--- src/sv/dtt_pkg.sv ---
// Package: shared types, token kind codes and helper functions for the text tokenizer.
`timescale 1ns / 1ps

package dtt_pkg;

  localparam int OFFSET_BITS_DEF = 16;
  localparam int LEN_W           = 16;
  localparam int QUEUE_DEPTH     = 4;
  localparam int PTR_W           = $clog2(QUEUE_DEPTH);
  localparam int CNT_W           = $clog2(QUEUE_DEPTH + 1);

  localparam logic [4:0] K_LBRACE = 5'd0;
  localparam logic [4:0] K_RBRACE = 5'd1;
  localparam logic [4:0] K_LBRACK = 5'd2;
  localparam logic [4:0] K_RBRACK = 5'd3;
  localparam logic [4:0] K_EQUAL  = 5'd4;
  localparam logic [4:0] K_COMMA  = 5'd5;
  localparam logic [4:0] K_POS    = 5'd6;
  localparam logic [4:0] K_NEG    = 5'd7;
  localparam logic [4:0] K_DOT    = 5'd8;
  localparam logic [4:0] K_AT     = 5'd9;
  localparam logic [4:0] K_DOLLAR = 5'd10;
  localparam logic [4:0] K_BINARY = 5'd11;
  localparam logic [4:0] K_STRING = 5'd12;
  localparam logic [4:0] K_SYMBOL = 5'd13;
  localparam logic [4:0] K_ID     = 5'd14;
  localparam logic [4:0] K_FLOAT  = 5'd15;
  localparam logic [4:0] K_INT    = 5'd16;
  localparam logic [4:0] K_TRUE   = 5'd17;
  localparam logic [4:0] K_FALSE  = 5'd18;
  localparam logic [4:0] K_NULL   = 5'd19;
  localparam logic [4:0] K_EOS    = 5'd20;
  localparam logic [4:0] K_ERR    = 5'd21;

  typedef enum logic [9:0] {
    M_IDLE      = 10'b00_0000_0001,
    M_SIGN      = 10'b00_0000_0010,
    M_DOT       = 10'b00_0000_0100,
    M_NUMBER    = 10'b00_0000_1000,
    M_ALPHA     = 10'b00_0001_0000,
    M_SYM_START = 10'b00_0010_0000,
    M_SYM_ALPHA = 10'b00_0100_0000,
    M_Q_STRING  = 10'b00_1000_0000,
    M_Q_BINARY  = 10'b01_0000_0000,
    M_Q_SYMBOL  = 10'b10_0000_0000
  } mode_t;

  typedef struct packed {
    logic [4:0]       kind;
    logic [15:0]      offset;
    logic [LEN_W-1:0] length;
    logic             last;
  } token_t;

  function automatic logic is_digit(input logic [7:0] c);
    return (c >= "0") && (c <= "9");
  endfunction

  function automatic logic is_letter(input logic [7:0] c);
    return ((c >= "a") && (c <= "z")) || ((c >= "A") && (c <= "Z"));
  endfunction

  function automatic logic [LEN_W-1:0] sat_inc(input logic [LEN_W-1:0] v);
    return (v == '1) ? v : v + LEN_W'(1);
  endfunction

  // Drop keyword candidates whose character at position idx differs from c.
  function automatic logic [2:0] kw_update(input logic [2:0] f, input logic [LEN_W-1:0] idx,
                                           input logic [7:0] c);
    logic [2:0] r;
    r = f;
    if (!((idx == 0 && c == "t") || (idx == 1 && c == "r") ||
          (idx == 2 && c == "u") || (idx == 3 && c == "e")))
      r[0] = 1'b0;
    if (!((idx == 0 && c == "f") || (idx == 1 && c == "a") || (idx == 2 && c == "l") ||
          (idx == 3 && c == "s") || (idx == 4 && c == "e")))
      r[1] = 1'b0;
    if (!((idx == 0 && c == "n") || (idx == 1 && c == "u") ||
          (idx == 2 && c == "l") || (idx == 3 && c == "l")))
      r[2] = 1'b0;
    return r;
  endfunction

  function automatic logic [4:0] kw_kind(input logic [2:0] f, input logic [LEN_W-1:0] len);
    logic [4:0] k;
    k = K_ID;
    if (f[2] && len == 4) k = K_NULL;
    if (f[1] && len == 5) k = K_FALSE;
    if (f[0] && len == 4) k = K_TRUE;
    return k;
  endfunction

endpackage

--- src/sv/data_text_tokenizer.sv ---
// Top level: streaming text tokenizer with a small token queue on the output side.
`timescale 1ns / 1ps

// Takes one text byte per cycle (a zero byte ends the text and resets the offset)
// and emits tokens as kind, start offset and saturating length. The lexer state
// advances in the cycle a byte is accepted; each byte yields zero, one or two
// tokens, which go into a four-entry queue. The output side drains one token per
// cycle unless out_stall is high; a byte that closes one token and opens another
// queues two. The input stalls whenever fewer than two queue slots are free.
module data_text_tokenizer #(
  parameter int OFFSET_BITS = dtt_pkg::OFFSET_BITS_DEF
) (
  input  logic        clk,
  input  logic        rst,
  input  logic        in_valid,
  output logic        in_stall,
  input  logic [7:0]  in_byte,
  output logic        out_valid,
  input  logic        out_stall,
  output logic [4:0]  token_kind,
  output logic [15:0] token_offset,
  output logic [15:0] token_length,
  output logic        last_of_run
);

  dtt_pkg::mode_t           lex_mode, mode_next;
  logic                     escape_pending, esc_next;
  logic                     seen_dot, dot_next;
  logic                     seen_exponent, exp_next;
  logic                     after_exponent_letter, aft_next;
  logic [OFFSET_BITS-1:0]   start_offset, start_next;
  logic [OFFSET_BITS-1:0]   text_offset, offset_next;
  logic [dtt_pkg::LEN_W-1:0] run_length, run_next;
  logic [2:0]               keyword_match_flags, kw_next;
  logic [7:0]               held_byte, held_next;

  logic                     taken, num_step, q_step, after_exp;
  logic [4:0]               q_kind;
  logic                     p_emit, i_emit;
  logic [4:0]               p_kind, i_kind;
  logic [dtt_pkg::LEN_W-1:0] p_len, i_len;
  logic [7:0]               c;

  dtt_pkg::token_t          tok0, tok1;
  logic [1:0]               tok_cnt;

  dtt_pkg::token_t          queue [dtt_pkg::QUEUE_DEPTH];
  logic [dtt_pkg::PTR_W-1:0] wr_ptr, rd_ptr;
  logic [dtt_pkg::CNT_W-1:0] count;
  logic                     in_fire, out_fire;

  assign in_stall  = count > dtt_pkg::CNT_W'(dtt_pkg::QUEUE_DEPTH - 2);
  assign in_fire   = in_valid && !in_stall;
  assign out_valid = count != '0;
  assign out_fire  = out_valid && !out_stall;

  always_comb begin
    mode_next   = lex_mode;
    esc_next    = escape_pending;
    dot_next    = seen_dot;
    exp_next    = seen_exponent;
    aft_next    = after_exponent_letter;
    start_next  = start_offset;
    run_next    = run_length;
    kw_next     = keyword_match_flags;
    held_next   = held_byte;
    offset_next = text_offset;
    c           = in_byte;
    taken       = 1'b0;
    num_step    = 1'b0;
    q_step      = 1'b0;
    q_kind      = dtt_pkg::K_STRING;
    after_exp   = 1'b0;
    p_emit      = 1'b0;
    p_kind      = dtt_pkg::K_ID;
    p_len       = run_length;
    i_emit      = 1'b0;
    i_kind      = dtt_pkg::K_ERR;
    i_len       = dtt_pkg::LEN_W'(1);

    // pending token sees the byte first
    case (lex_mode)
      dtt_pkg::M_IDLE: begin
      end
      dtt_pkg::M_SIGN: begin
        if (dtt_pkg::is_digit(c) || c == ".") begin
          mode_next = dtt_pkg::M_NUMBER;
          dot_next  = 1'b0;
          exp_next  = 1'b0;
          aft_next  = 1'b0;
          num_step  = 1'b1;
        end else begin
          p_emit    = 1'b1;
          p_kind    = (held_byte == "+") ? dtt_pkg::K_POS : dtt_pkg::K_NEG;
          mode_next = dtt_pkg::M_IDLE;
        end
      end
      dtt_pkg::M_DOT: begin
        if (dtt_pkg::is_digit(c)) begin
          mode_next = dtt_pkg::M_NUMBER;
          dot_next  = 1'b1;
          exp_next  = 1'b0;
          aft_next  = 1'b0;
          run_next  = dtt_pkg::sat_inc(run_length);
          taken     = 1'b1;
        end else begin
          p_emit    = 1'b1;
          p_kind    = dtt_pkg::K_DOT;
          mode_next = dtt_pkg::M_IDLE;
        end
      end
      dtt_pkg::M_NUMBER: num_step = 1'b1;
      dtt_pkg::M_ALPHA: begin
        if (run_length == dtt_pkg::LEN_W'(1) && held_byte == "b" && c == "\"") begin
          mode_next = dtt_pkg::M_Q_BINARY;
          esc_next  = 1'b0;
          run_next  = dtt_pkg::sat_inc(run_length);
          taken     = 1'b1;
        end else if (dtt_pkg::is_letter(c)) begin
          kw_next  = dtt_pkg::kw_update(keyword_match_flags, run_length, c);
          run_next = dtt_pkg::sat_inc(run_length);
          taken    = 1'b1;
        end else begin
          p_emit    = 1'b1;
          p_kind    = dtt_pkg::kw_kind(keyword_match_flags, run_length);
          mode_next = dtt_pkg::M_IDLE;
        end
      end
      dtt_pkg::M_SYM_START: begin
        if (c == "\"") begin
          mode_next = dtt_pkg::M_Q_SYMBOL;
          esc_next  = 1'b0;
          run_next  = dtt_pkg::sat_inc(run_length);
          taken     = 1'b1;
        end else if (dtt_pkg::is_letter(c)) begin
          mode_next = dtt_pkg::M_SYM_ALPHA;
          run_next  = dtt_pkg::sat_inc(run_length);
          taken     = 1'b1;
        end else begin
          p_emit    = 1'b1;
          p_kind    = dtt_pkg::K_SYMBOL;
          mode_next = dtt_pkg::M_IDLE;
        end
      end
      dtt_pkg::M_SYM_ALPHA: begin
        if (dtt_pkg::is_letter(c)) begin
          run_next = dtt_pkg::sat_inc(run_length);
          taken    = 1'b1;
        end else begin
          p_emit    = 1'b1;
          p_kind    = dtt_pkg::K_SYMBOL;
          mode_next = dtt_pkg::M_IDLE;
        end
      end
      dtt_pkg::M_Q_STRING: begin
        q_step = 1'b1;
        q_kind = dtt_pkg::K_STRING;
      end
      dtt_pkg::M_Q_BINARY: begin
        q_step = 1'b1;
        q_kind = dtt_pkg::K_BINARY;
      end
      dtt_pkg::M_Q_SYMBOL: begin
        q_step = 1'b1;
        q_kind = dtt_pkg::K_SYMBOL;
      end
      default: mode_next = dtt_pkg::M_IDLE;
    endcase

    if (num_step) begin
      after_exp = aft_next;
      aft_next  = 1'b0;
      if ((after_exp && (c == "+" || c == "-")) || dtt_pkg::is_digit(c)) begin
        run_next = dtt_pkg::sat_inc(run_next);
        taken    = 1'b1;
      end else if (c == "." && !dot_next) begin
        dot_next = 1'b1;
        run_next = dtt_pkg::sat_inc(run_next);
        taken    = 1'b1;
      end else if ((c == "e" || c == "E") && !exp_next) begin
        dot_next = 1'b1;
        exp_next = 1'b1;
        aft_next = 1'b1;
        run_next = dtt_pkg::sat_inc(run_next);
        taken    = 1'b1;
      end else begin
        p_emit    = 1'b1;
        p_kind    = (dot_next || exp_next) ? dtt_pkg::K_FLOAT : dtt_pkg::K_INT;
        p_len     = run_next;
        mode_next = dtt_pkg::M_IDLE;
      end
    end

    if (q_step) begin
      if (c == 8'h00) begin
        p_emit    = 1'b1;
        p_kind    = dtt_pkg::K_ERR;
        mode_next = dtt_pkg::M_IDLE;
      end else if (escape_pending) begin
        esc_next = 1'b0;
        run_next = dtt_pkg::sat_inc(run_length);
        taken    = 1'b1;
      end else begin
        run_next = dtt_pkg::sat_inc(run_length);
        taken    = 1'b1;
        if (c == "\"") begin
          p_emit    = 1'b1;
          p_kind    = q_kind;
          p_len     = run_next;
          mode_next = dtt_pkg::M_IDLE;
        end else if (c == "\\") begin
          esc_next = 1'b1;
        end
      end
    end

    // byte not taken: scan it as the start of a new token
    if (!taken) begin
      case (c)
        "{": begin i_emit = 1'b1; i_kind = dtt_pkg::K_LBRACE; end
        "}": begin i_emit = 1'b1; i_kind = dtt_pkg::K_RBRACE; end
        "[": begin i_emit = 1'b1; i_kind = dtt_pkg::K_LBRACK; end
        "]": begin i_emit = 1'b1; i_kind = dtt_pkg::K_RBRACK; end
        "=": begin i_emit = 1'b1; i_kind = dtt_pkg::K_EQUAL; end
        ",": begin i_emit = 1'b1; i_kind = dtt_pkg::K_COMMA; end
        "@": begin i_emit = 1'b1; i_kind = dtt_pkg::K_AT; end
        "$": begin i_emit = 1'b1; i_kind = dtt_pkg::K_DOLLAR; end
        8'h20, 8'h09, 8'h0A, 8'h0B, 8'h0C, 8'h0D: begin
        end
        8'h00: begin
          i_emit = 1'b1;
          i_kind = dtt_pkg::K_EOS;
          i_len  = '0;
        end
        ".", "+", "-", ":", "\"": begin
          start_next = text_offset;
          run_next   = dtt_pkg::LEN_W'(1);
          held_next  = c;
          esc_next   = 1'b0;
          case (c)
            ".":     mode_next = dtt_pkg::M_DOT;
            ":":     mode_next = dtt_pkg::M_SYM_START;
            "\"":    mode_next = dtt_pkg::M_Q_STRING;
            default: mode_next = dtt_pkg::M_SIGN;
          endcase
        end
        default: begin
          if (dtt_pkg::is_digit(c) || dtt_pkg::is_letter(c)) begin
            start_next = text_offset;
            run_next   = dtt_pkg::LEN_W'(1);
            held_next  = c;
            esc_next   = 1'b0;
            if (dtt_pkg::is_digit(c)) begin
              mode_next = dtt_pkg::M_NUMBER;
              dot_next  = 1'b0;
              exp_next  = 1'b0;
              aft_next  = 1'b0;
            end else begin
              mode_next = dtt_pkg::M_ALPHA;
              kw_next   = dtt_pkg::kw_update(3'b111, '0, c);
            end
          end else begin
            i_emit = 1'b1;
          end
        end
      endcase
    end

    if (c == 8'h00) begin
      mode_next   = dtt_pkg::M_IDLE;
      offset_next = '0;
    end else begin
      offset_next = text_offset + OFFSET_BITS'(1);
    end
  end

  always_comb begin
    tok1.kind   = i_kind;
    tok1.offset = 16'(text_offset);
    tok1.length = i_len;
    tok1.last   = 1'b1;
    if (p_emit) begin
      tok0.kind   = p_kind;
      tok0.offset = 16'(start_offset);
      tok0.length = p_len;
      tok0.last   = !i_emit;
    end else begin
      tok0 = tok1;
    end
    tok_cnt = 2'(p_emit) + 2'(i_emit);
  end

  always_ff @(posedge clk) begin
    if (rst) begin
      lex_mode              <= dtt_pkg::M_IDLE;
      escape_pending        <= 1'b0;
      seen_dot              <= 1'b0;
      seen_exponent         <= 1'b0;
      after_exponent_letter <= 1'b0;
      start_offset          <= '0;
      run_length            <= '0;
      text_offset           <= '0;
      keyword_match_flags   <= 3'b111;
      held_byte             <= '0;
    end else if (in_fire) begin
      lex_mode              <= mode_next;
      escape_pending        <= esc_next;
      seen_dot              <= dot_next;
      seen_exponent         <= exp_next;
      after_exponent_letter <= aft_next;
      start_offset          <= start_next;
      run_length            <= run_next;
      text_offset           <= offset_next;
      keyword_match_flags   <= kw_next;
      held_byte             <= held_next;
    end
  end

  // token queue
  always_ff @(posedge clk) begin
    if (in_fire && tok_cnt != 2'd0) queue[wr_ptr] <= tok0;
    if (in_fire && tok_cnt == 2'd2) queue[wr_ptr + dtt_pkg::PTR_W'(1)] <= tok1;
  end

  always_ff @(posedge clk) begin
    if (rst) begin
      wr_ptr <= '0;
      rd_ptr <= '0;
      count  <= '0;
    end else begin
      if (in_fire) wr_ptr <= wr_ptr + dtt_pkg::PTR_W'(tok_cnt);
      if (out_fire) rd_ptr <= rd_ptr + dtt_pkg::PTR_W'(1);
      count <= count + (in_fire ? dtt_pkg::CNT_W'(tok_cnt) : '0)
                     - dtt_pkg::CNT_W'(out_fire);
    end
  end

  assign token_kind   = queue[rd_ptr].kind;
  assign token_offset = queue[rd_ptr].offset;
  assign token_length = queue[rd_ptr].length;
  assign last_of_run  = queue[rd_ptr].last;

endmodule

--- config.mk ---
export PLATFORM = sky130hd
export DESIGN_NAME = data_text_tokenizer
export DESIGN_NICKNAME = d
export VERILOG_FILES = /design/src/sv/dtt_pkg.sv /design/src/sv/data_text_tokenizer.sv
export SDC_FILE = /design/constraint.sdc
export NUM_CORES = 1
export LEC_CHECK = 0
export ABC_AREA = 1
export BUFFER_PORTS_ARGS = -buffer_cell sky130_fd_sc_hd__buf_2
export CORE_ASPECT_RATIO = 1.5
export CORE_MARGIN = 2
export CORE_UTILIZATION = 30
export CTS_BUF_LIST = sky130_fd_sc_hd__clkbuf_8 sky130_fd_sc_hd__clkbuf_16
export DETAILED_ROUTE_END_ITERATION = 6
export SKIP_LAST_GASP = 1
export SLEW_MARGIN = 25
export SYNTH_ARGS = -nofsm -noshare
export SYNTH_HDL_FRONTEND = slang
export SYNTH_SLANG_ARGS = --single-unit
--- constraint.sdc ---
create_clock -name clk -period 13 [get_ports clk]
set_clock_uncertainty 0.05 [all_clocks]
set_input_delay 0 -clock clk [delete_from_list [all_inputs] [get_ports clk]]
set_output_delay 0 -clock clk [all_outputs]
set_load 0.01 [all_outputs]
==> flow_summary.toml, run 1 <==
[floorplan]
dieWidth_um = 176.6
ios = 52
die_y_um = 262.8
core_mm2 = 0.04399
rows = 94
initial_core_util_pct = 30.46
die_area_mm2 = 0.04641

[timing]
rsz0062_at_grt = "false"
hold_viol = 0
fmax_ghz = 0.1798
tightest_slew_ns = 1.035
drv_slew = 0
fin_tns_setup_ns = 0
setup_viol = 0
layout_min_cycle_time_ns = 5.563
relSlewSlack_pct = 30.93
min_period_over_period_pct = 42.79

[setup_path]
crit_type = "reg2reg"
cp-end-kind = "register"
startpoint_type = "register"
worstPathArrival_ns = 5.96
crit_required_ns = 13.40
crit_path_max_fanout = 40

[clock_tree]
clk_path_buf_depth = 3
htreeDepth = 1
cts-resized-gates = 0
cts_tree = "yes"
cts_buffers = 22
clk_pin_slew_ns = 0.07
root_buffer = "clkbuf_16"
clk-insertion-delay-late_ns = 0.53
cts.sinks = 234

[detailed_routing]
detailroute.via_count = 12952
via_per_inst = 5.337
firstDrtPassIters = 6
dr.first_iter.drc_count = 995
drt-wirelength-per-cell_um = 18.78
drc = 0
wl_um = 45570
final_antenna_net_count = 0

[synthesis]
synth.top_cells.by_count = "373 x nand2_1, 203 x nor2_1, 186 x o21ai_0"
yosysWarnings = 0
synth_top_area_share_pct = 21.81
synth_seq_cells = 234
synthTopCellsByArea = "dfxtp_1 22%, edfxtp_1 20%, nand2_1 10%, o21ai_0 6.9%, nor2_1 5.7%"
synth_most_common_cell = "nand2_1"
seq_area_frac_synth_pct = 41.53
synth_ff_type = "dfxtp_1"
syn_nets = 1851
syn_inst = 1825
synth-edff-count = 88
synthArstFlopShare_pct = 0
synth_cell_types = 57
synth.cell_area_mm2 = 0.01340
yosys.area.top_type = "dfxtp_1"
synth.avg_cell_area_um2 = 7.343

[cells_and_area]
final_util_pct = 33.95
diodes = 0
final_nets = 1861
layout-drive-gt1-share_pct = 11.56
seqCellArea_mm2 = 0.005567
multi_input_area_mm2 = 0.006729
area_growth_pct = 11.46
fill_cells = 4693

[power_and_ir_drop]
peakVddDrop_uv = 67.15
p_switching_mw = 0.6497
pwr-share-clk_pct = 34.1
leakage_nw = 5.844
pwr-share-comb_pct = 23.1
powerDensity_mw_per_mm2 = 132.9
p_int_mw = 1.336
pwr-share-seq_pct = 42.9
sw_frac_of_total_pct = 32.72

[job]
drv_cap = 0

[global_routing]
grt_pass1_wl_um = 70820
first_global_vias = 12675
grt_use_total_pct = 19.33
grt_overflow = 0
grt_max_degree = 78
antenna_found_initial = 0

[run_status]
status = "finished, final reports clean"

[place]
place.gp.congestion = 0.9530
io_buffers = 51
hpwl_um = 32260

[hold_path]
hp-class = "in2reg"
worst max-delay path, stage by stage (launching register included):
cell and delay, ns:
dfxtp_1 0.36, nor2_2 0.44, nand3_1 0.13, nor2_1 0.16, nand3_1 0.19, nand2_2 0.14
nand2_1 0.09, nand2_1 0.10, nand2_1 0.08, nand2_2 0.16, nor2_8 0.07, nand2_2 0.24
nand2_4 0.20, inv_2 0.59, ha_1 0.26, nor2_1 0.05, inv_1 0.21, nor3_2 0.05
buf_4 0.22, inv_1 0.75, nand2_1 0.18, inv_1 0.46, a22o_1 0.23
sequential cells by signal, summed over array words and instances (netlist names), named ones only:
| register | cells |
|---|---|
| wr_ptr | 2 |
| lex_mode | 10 |
| held_byte | 8 |
| run_length | 16 |
| rd_ptr | 2 |
| after_exponent_letter | 1 |
| seen_exponent | 1 |
| seen_dot | 1 |
| keyword_match_flags | 3 |
| start_offset | 16 |
| escape_pending | 1 |
| text_offset | 16 |
| count | 3 |
| queue | 152 |
repair_timing:
action / in CTS / in global routing
hold buffers: 8 / 0
hold endpoints to repair: 14 / 0
buffers inserted: 0 / 0
through the flow:
step	hold WS [ns]	setup WS (ns)	cell area (um^2)	instances	total power, mW
after global placement	0.2300	7.216	14100	2379	1.316
final	0.02518	7.437	14940	2427	1.985
after floorplan	0.07795	8.849	13400	1825	1.148
after CTS	0.02543	6.999	14930	2427	2.000
after detailed placement	0.2607	7.031	14100	2379	1.325
after global routing	0.05393	6.927	14940	2427	2.075
cells in the final DEF (no fill, tap or decap), drive strengths merged, types with 3 or more instances in the layout:
cell type    Yosys  routed
edfxtp          88      88
buf             26      68
clkbuf          64      26
o211ai           7       7
o22ai          114     114
a211oi           3       3
a21oi          106     106
xor2            14      14
a221oi           3       3
a22o            16      16
nand4           25      25
clkinv           6       8
nor2           234     234
o21ai          212     212
nor3            37      37
ha              13      13
dlygate4sd3      0       8
nor3b            4       4
dfxtp          146     146
inv            183     191
nor4             7       7
nand3           85      85
a31oi            3       3
nand2          411     411
cells by family (layout without fill, tap and decap cells):
| kind of cell | count (synthesis) | in the layout | share of synthesized area, % |
|---|---|---|---|
| adder cells (fa/ha/maj) | 14 | 14 | 1.363 |
| XOR/XNOR | 15 | 15 | 0.9804 |
| AND/OR/NAND/NOR | 807 | 807 | 27.33 |
| flip-flops | 234 | 234 | 41.53 |
| buffers and inverters | 279 | 305 | 8.413 |
| AO/OA/AOI/OAI | 476 | 476 | 20.38 |
power groups by stage:
stage	registers [mW]	clock network [mW]	logic (mW)
5_1_grt	0.857	0.713	0.505
3_3_place_gp	0.865	0	0.451
2_1_floorplan	0.850	0	0.298
3_5_place_dp	0.867	0	0.458
4_1_cts	0.850	0.688	0.462
6_report	0.851	0.676	0.458
routing by layer:
| layer | vias to the layer above | GRT usage [%] | share of wire [%] |
|---|---|---|---|
| met5 | - | 0 | 0 |
| met4 | 0 | 11.46 | 5.8 |
| met3 | 130 | 1.751 | 4.4 |
| met2 | 437 | 36.31 | 53 |
| met1 | 6152 | 20.59 | 37 |
| li1 | 6233 | - | - |
cell type report:
type / count / area share, %
Multi-Input combinational cell: 1312 / 45.05
Clock inverter: 14 / 0.8712
Tap cell: 576 / 4.825
Clock buffer: 26 / 4.130
Sequential cell: 234 / 37.27
Inverter: 189 / 4.750
Timing Repair Buffer: 76 / 3.100
path summary, 6_finish.rpt:
check,start,end,slack [ns],cells past startpoint
worst max-delay path,lex_mode[9],queue[2][16],7.44,22
worst min-delay path,rst,count[1],0.03,2
worst max register to register,lex_mode[9],queue[2][16],7.44,22
worst min register to register,queue[2][3],queue[2][3],0.40,2
(Power assumes the default switching activity.)
==> inputs of run 2 (changes only) <==
==> constraint.sdc (replaced) <==
create_clock -name clk -period 5.1 [get_ports clk]
set_clock_uncertainty 0.05 [all_clocks]
set_input_delay 0 -clock clk [delete_from_list [all_inputs] [get_ports clk]]
set_output_delay 0 -clock clk [all_outputs]
set_load 0.01 [all_outputs]
==> run 2 against run 1 <==
Net effect:
- via count fell by 0.59%
- clock-buffer cell count fell by 1
- register-to-register slack got worse by 6.7 ns
- non-clock buffer count grew 16
- critical path depth fell by 1
- combinational power grew to 2.6 times the previous value
- worst hold slack improved by 0.020 ns
- sequential power rose to 2.5 times the previous value
==> flow_summary.toml, run 2 (same netlist as run 1, synthesis figures left out) <==
[timing]
tightest_slew_ns = 1.006
setup_viol = 0
min_period_over_period_pct = 85.12
relSlewSlack_pct = 32.49
fin_tns_setup_ns = 0
layout_min_cycle_time_ns = 4.341
hold_viol = 0
drv_slew = 0
finalHoldWorstSlack_ns = 0.04498
fmax_ghz = 0.2303
rsz0062_at_grt = "false"

[power_and_ir_drop]
leakage_nw = 5.916
peakVddDrop_uv = 184.3
powerDensity_mw_per_mm2 = 338.5

[clock_tree]
htreeDepth = 1
cts.sinks = 234
clk_path_buf_depth = 3
cts_tree = "yes"
root_buffer = "clkbuf_16"
cts_buffers = 23
cts-resized-gates = 0
postCtsHoldBufs = 9
cts_setup_buffers = 0
clk_pin_slew_ns = 0.07
clk-insertion-delay-late_ns = 0.53

[hold_path]
hold_depth = 6
hold_path_end = "lex_mode[6]"
hp-class = "in2reg"
hold_start = "in_byte[7]"

[detailed_routing]
detailroute.via_count = 12875
topRoutingLayerUsed = "met4"
wl_met2_um = 24300
via_per_inst = 5.266
wl_met1_um = 16350
drt-wirelength-per-cell_um = 18.62
dr.first_iter.drc_count = 773
drc = 0
firstDrtPassIters = 5
final_antenna_net_count = 0
wl_met3_um = 2064
wl_um = 45540

[cells_and_area]
final_cell_mix = "373 x nand2_1, 203 x nor2_1, 186 x o21ai_0"
layout-drive-gt1-share_pct = 12.52
fill_cells = 4682
diodes = 0
largest_register_ff_count = 152
area_growth_pct = 12.43
top_register = "queue"
layout_commonest_cell = "nand2_1"
final_nets = 1878

[setup_path]
slowest_delay_ns = 0.44
r2r-start = "lex_mode[8]"
crit_chain = "nor2_2 > nand3_1 > nor2_1 > nand3_1 > nand2_2 > nand2_1 > nand2_1 > o21ai_2 > nor2_8 > nand2_2 > nand2_4 > ha_1 > inv_1 > nor2_1 > inv_1 > nor3_1 > inv_1 > nand2_1 > buf_4 > inv_1 > a22o_1"
cp_top_family = "simple AND/OR/NAND/NOR gates"
worstPathArrival_ns = 4.71
cp_common_cell = "inv_1"
cp-end-kind = "register"
crit_type = "reg2reg"
startpoint_type = "register"
crit_path_max_fanout = 19
cp_slowest_cell = "nor2_2"
r2r_end = "queue[2][11]"
path_buf_inv = 5
ff2ff_path_depth = 21
crit_required_ns = 5.47
reg2reg_slack_ns = 0.76

[global_routing]
grt_overflow = 0
antenna_found_initial = 0
grt_use_total_pct = 19.34
first_global_vias = 12720
grt_pass1_wl_um = 70960
grt_max_degree = 51

[place]
place.gp.congestion = 0.9638
hpwl_um = 32320
io_buffers = 51

[floorplan]
initial_core_util_pct = 30.46
die_y_um = 262.8
rows = 94
ios = 52
dieWidth_um = 176.6
die_area_mm2 = 0.04641
core_mm2 = 0.04399

[job]
drv_cap = 0

[run_status]
status = "finished, final reports clean"
[run 2: changes by cell type in the layout (fill, tap and decap cells not counted), moves of 2 or more]
cell,before,now
inv_6,1,3
inv_1,168,164
clkinv_1,7,9
buf_4,17,32
clkinv_4,1,3
clkinv_2,0,3
[run 2: power by group]
group | internal, mW | switching [mW] | total [mW]
logic | 0.368 | 0.837 | 1.21
clock network | 0.966 | 0.775 | 1.74
registers | 2.08 | 0.0744 | 2.15
[run 2: per-layer routing]
metal	global-route usage [%]	up-vias
met5	0	-
met2	37.09	434
li1	-	6253
met1	19.77	6050
met4	11.86	0
met3	1.808	138
[run 2: area by class of cell]
cell class                 instances  area (um^2)  share of cell area, %
clock buffer                      25        603.1                  4.003
tap                              576        720.7                  4.784
timing repair buffer              92        585.6                  3.887
sequential                       234         5567                  36.95
inverter                         189        709.4                  4.709
multi-input combinational       1312         6726                  44.65
clock inverter                    17        153.9                  1.022
[run 2: metrics by stage]
step           instances  util [%]  setup WS (ns)  cell area (um^2)  power [mW]
2_1_floorplan       1825         -         0.9487             13400       2.925
3_3_place_gp        2394     32.32         0.8856             14210       3.388
3_5_place_dp        2394     32.32         0.7905             14220       3.401
4_1_cts             2445     34.25         0.7773             15070       5.151
5_1_grt             2445     34.25         0.2459             15070       5.338
6_report            2445     34.25         0.7587             15070       5.099
[run 2: worst max path at each step]
stage          cells after the start  slack (ns)         from            to
6_report                          21        0.76  lex_mode[8]  queue[2][11]
5_1_grt                           21        0.25  lex_mode[8]  queue[2][11]
4_1_cts                           21        0.78  lex_mode[8]  queue[2][11]
2_1_floorplan                     23        0.95  lex_mode[6]  queue[0][12]
3_3_place_gp                      20        0.89  lex_mode[8]  queue[1][24]
3_5_place_dp                      21        0.79  lex_mode[8]  queue[2][11]
[run 2: worst register-to-register path, stage by stage, from the launching register on]
cell     delay [ns]
dfxtp_1        0.35
nor2_2         0.44
nand3_1        0.13
nor2_1         0.16
nand3_1        0.18
nand2_2        0.13
nand2_1        0.08
nand2_1        0.09
o21ai_2        0.11
nor2_8         0.23
nand2_2        0.22
nand2_4        0.28
ha_1           0.29
inv_1          0.06
nor2_1         0.10
inv_1          0.09
nor3_1         0.21
inv_1          0.09
nand2_1        0.10
buf_4          0.24
inv_1          0.29
a22o_1         0.32
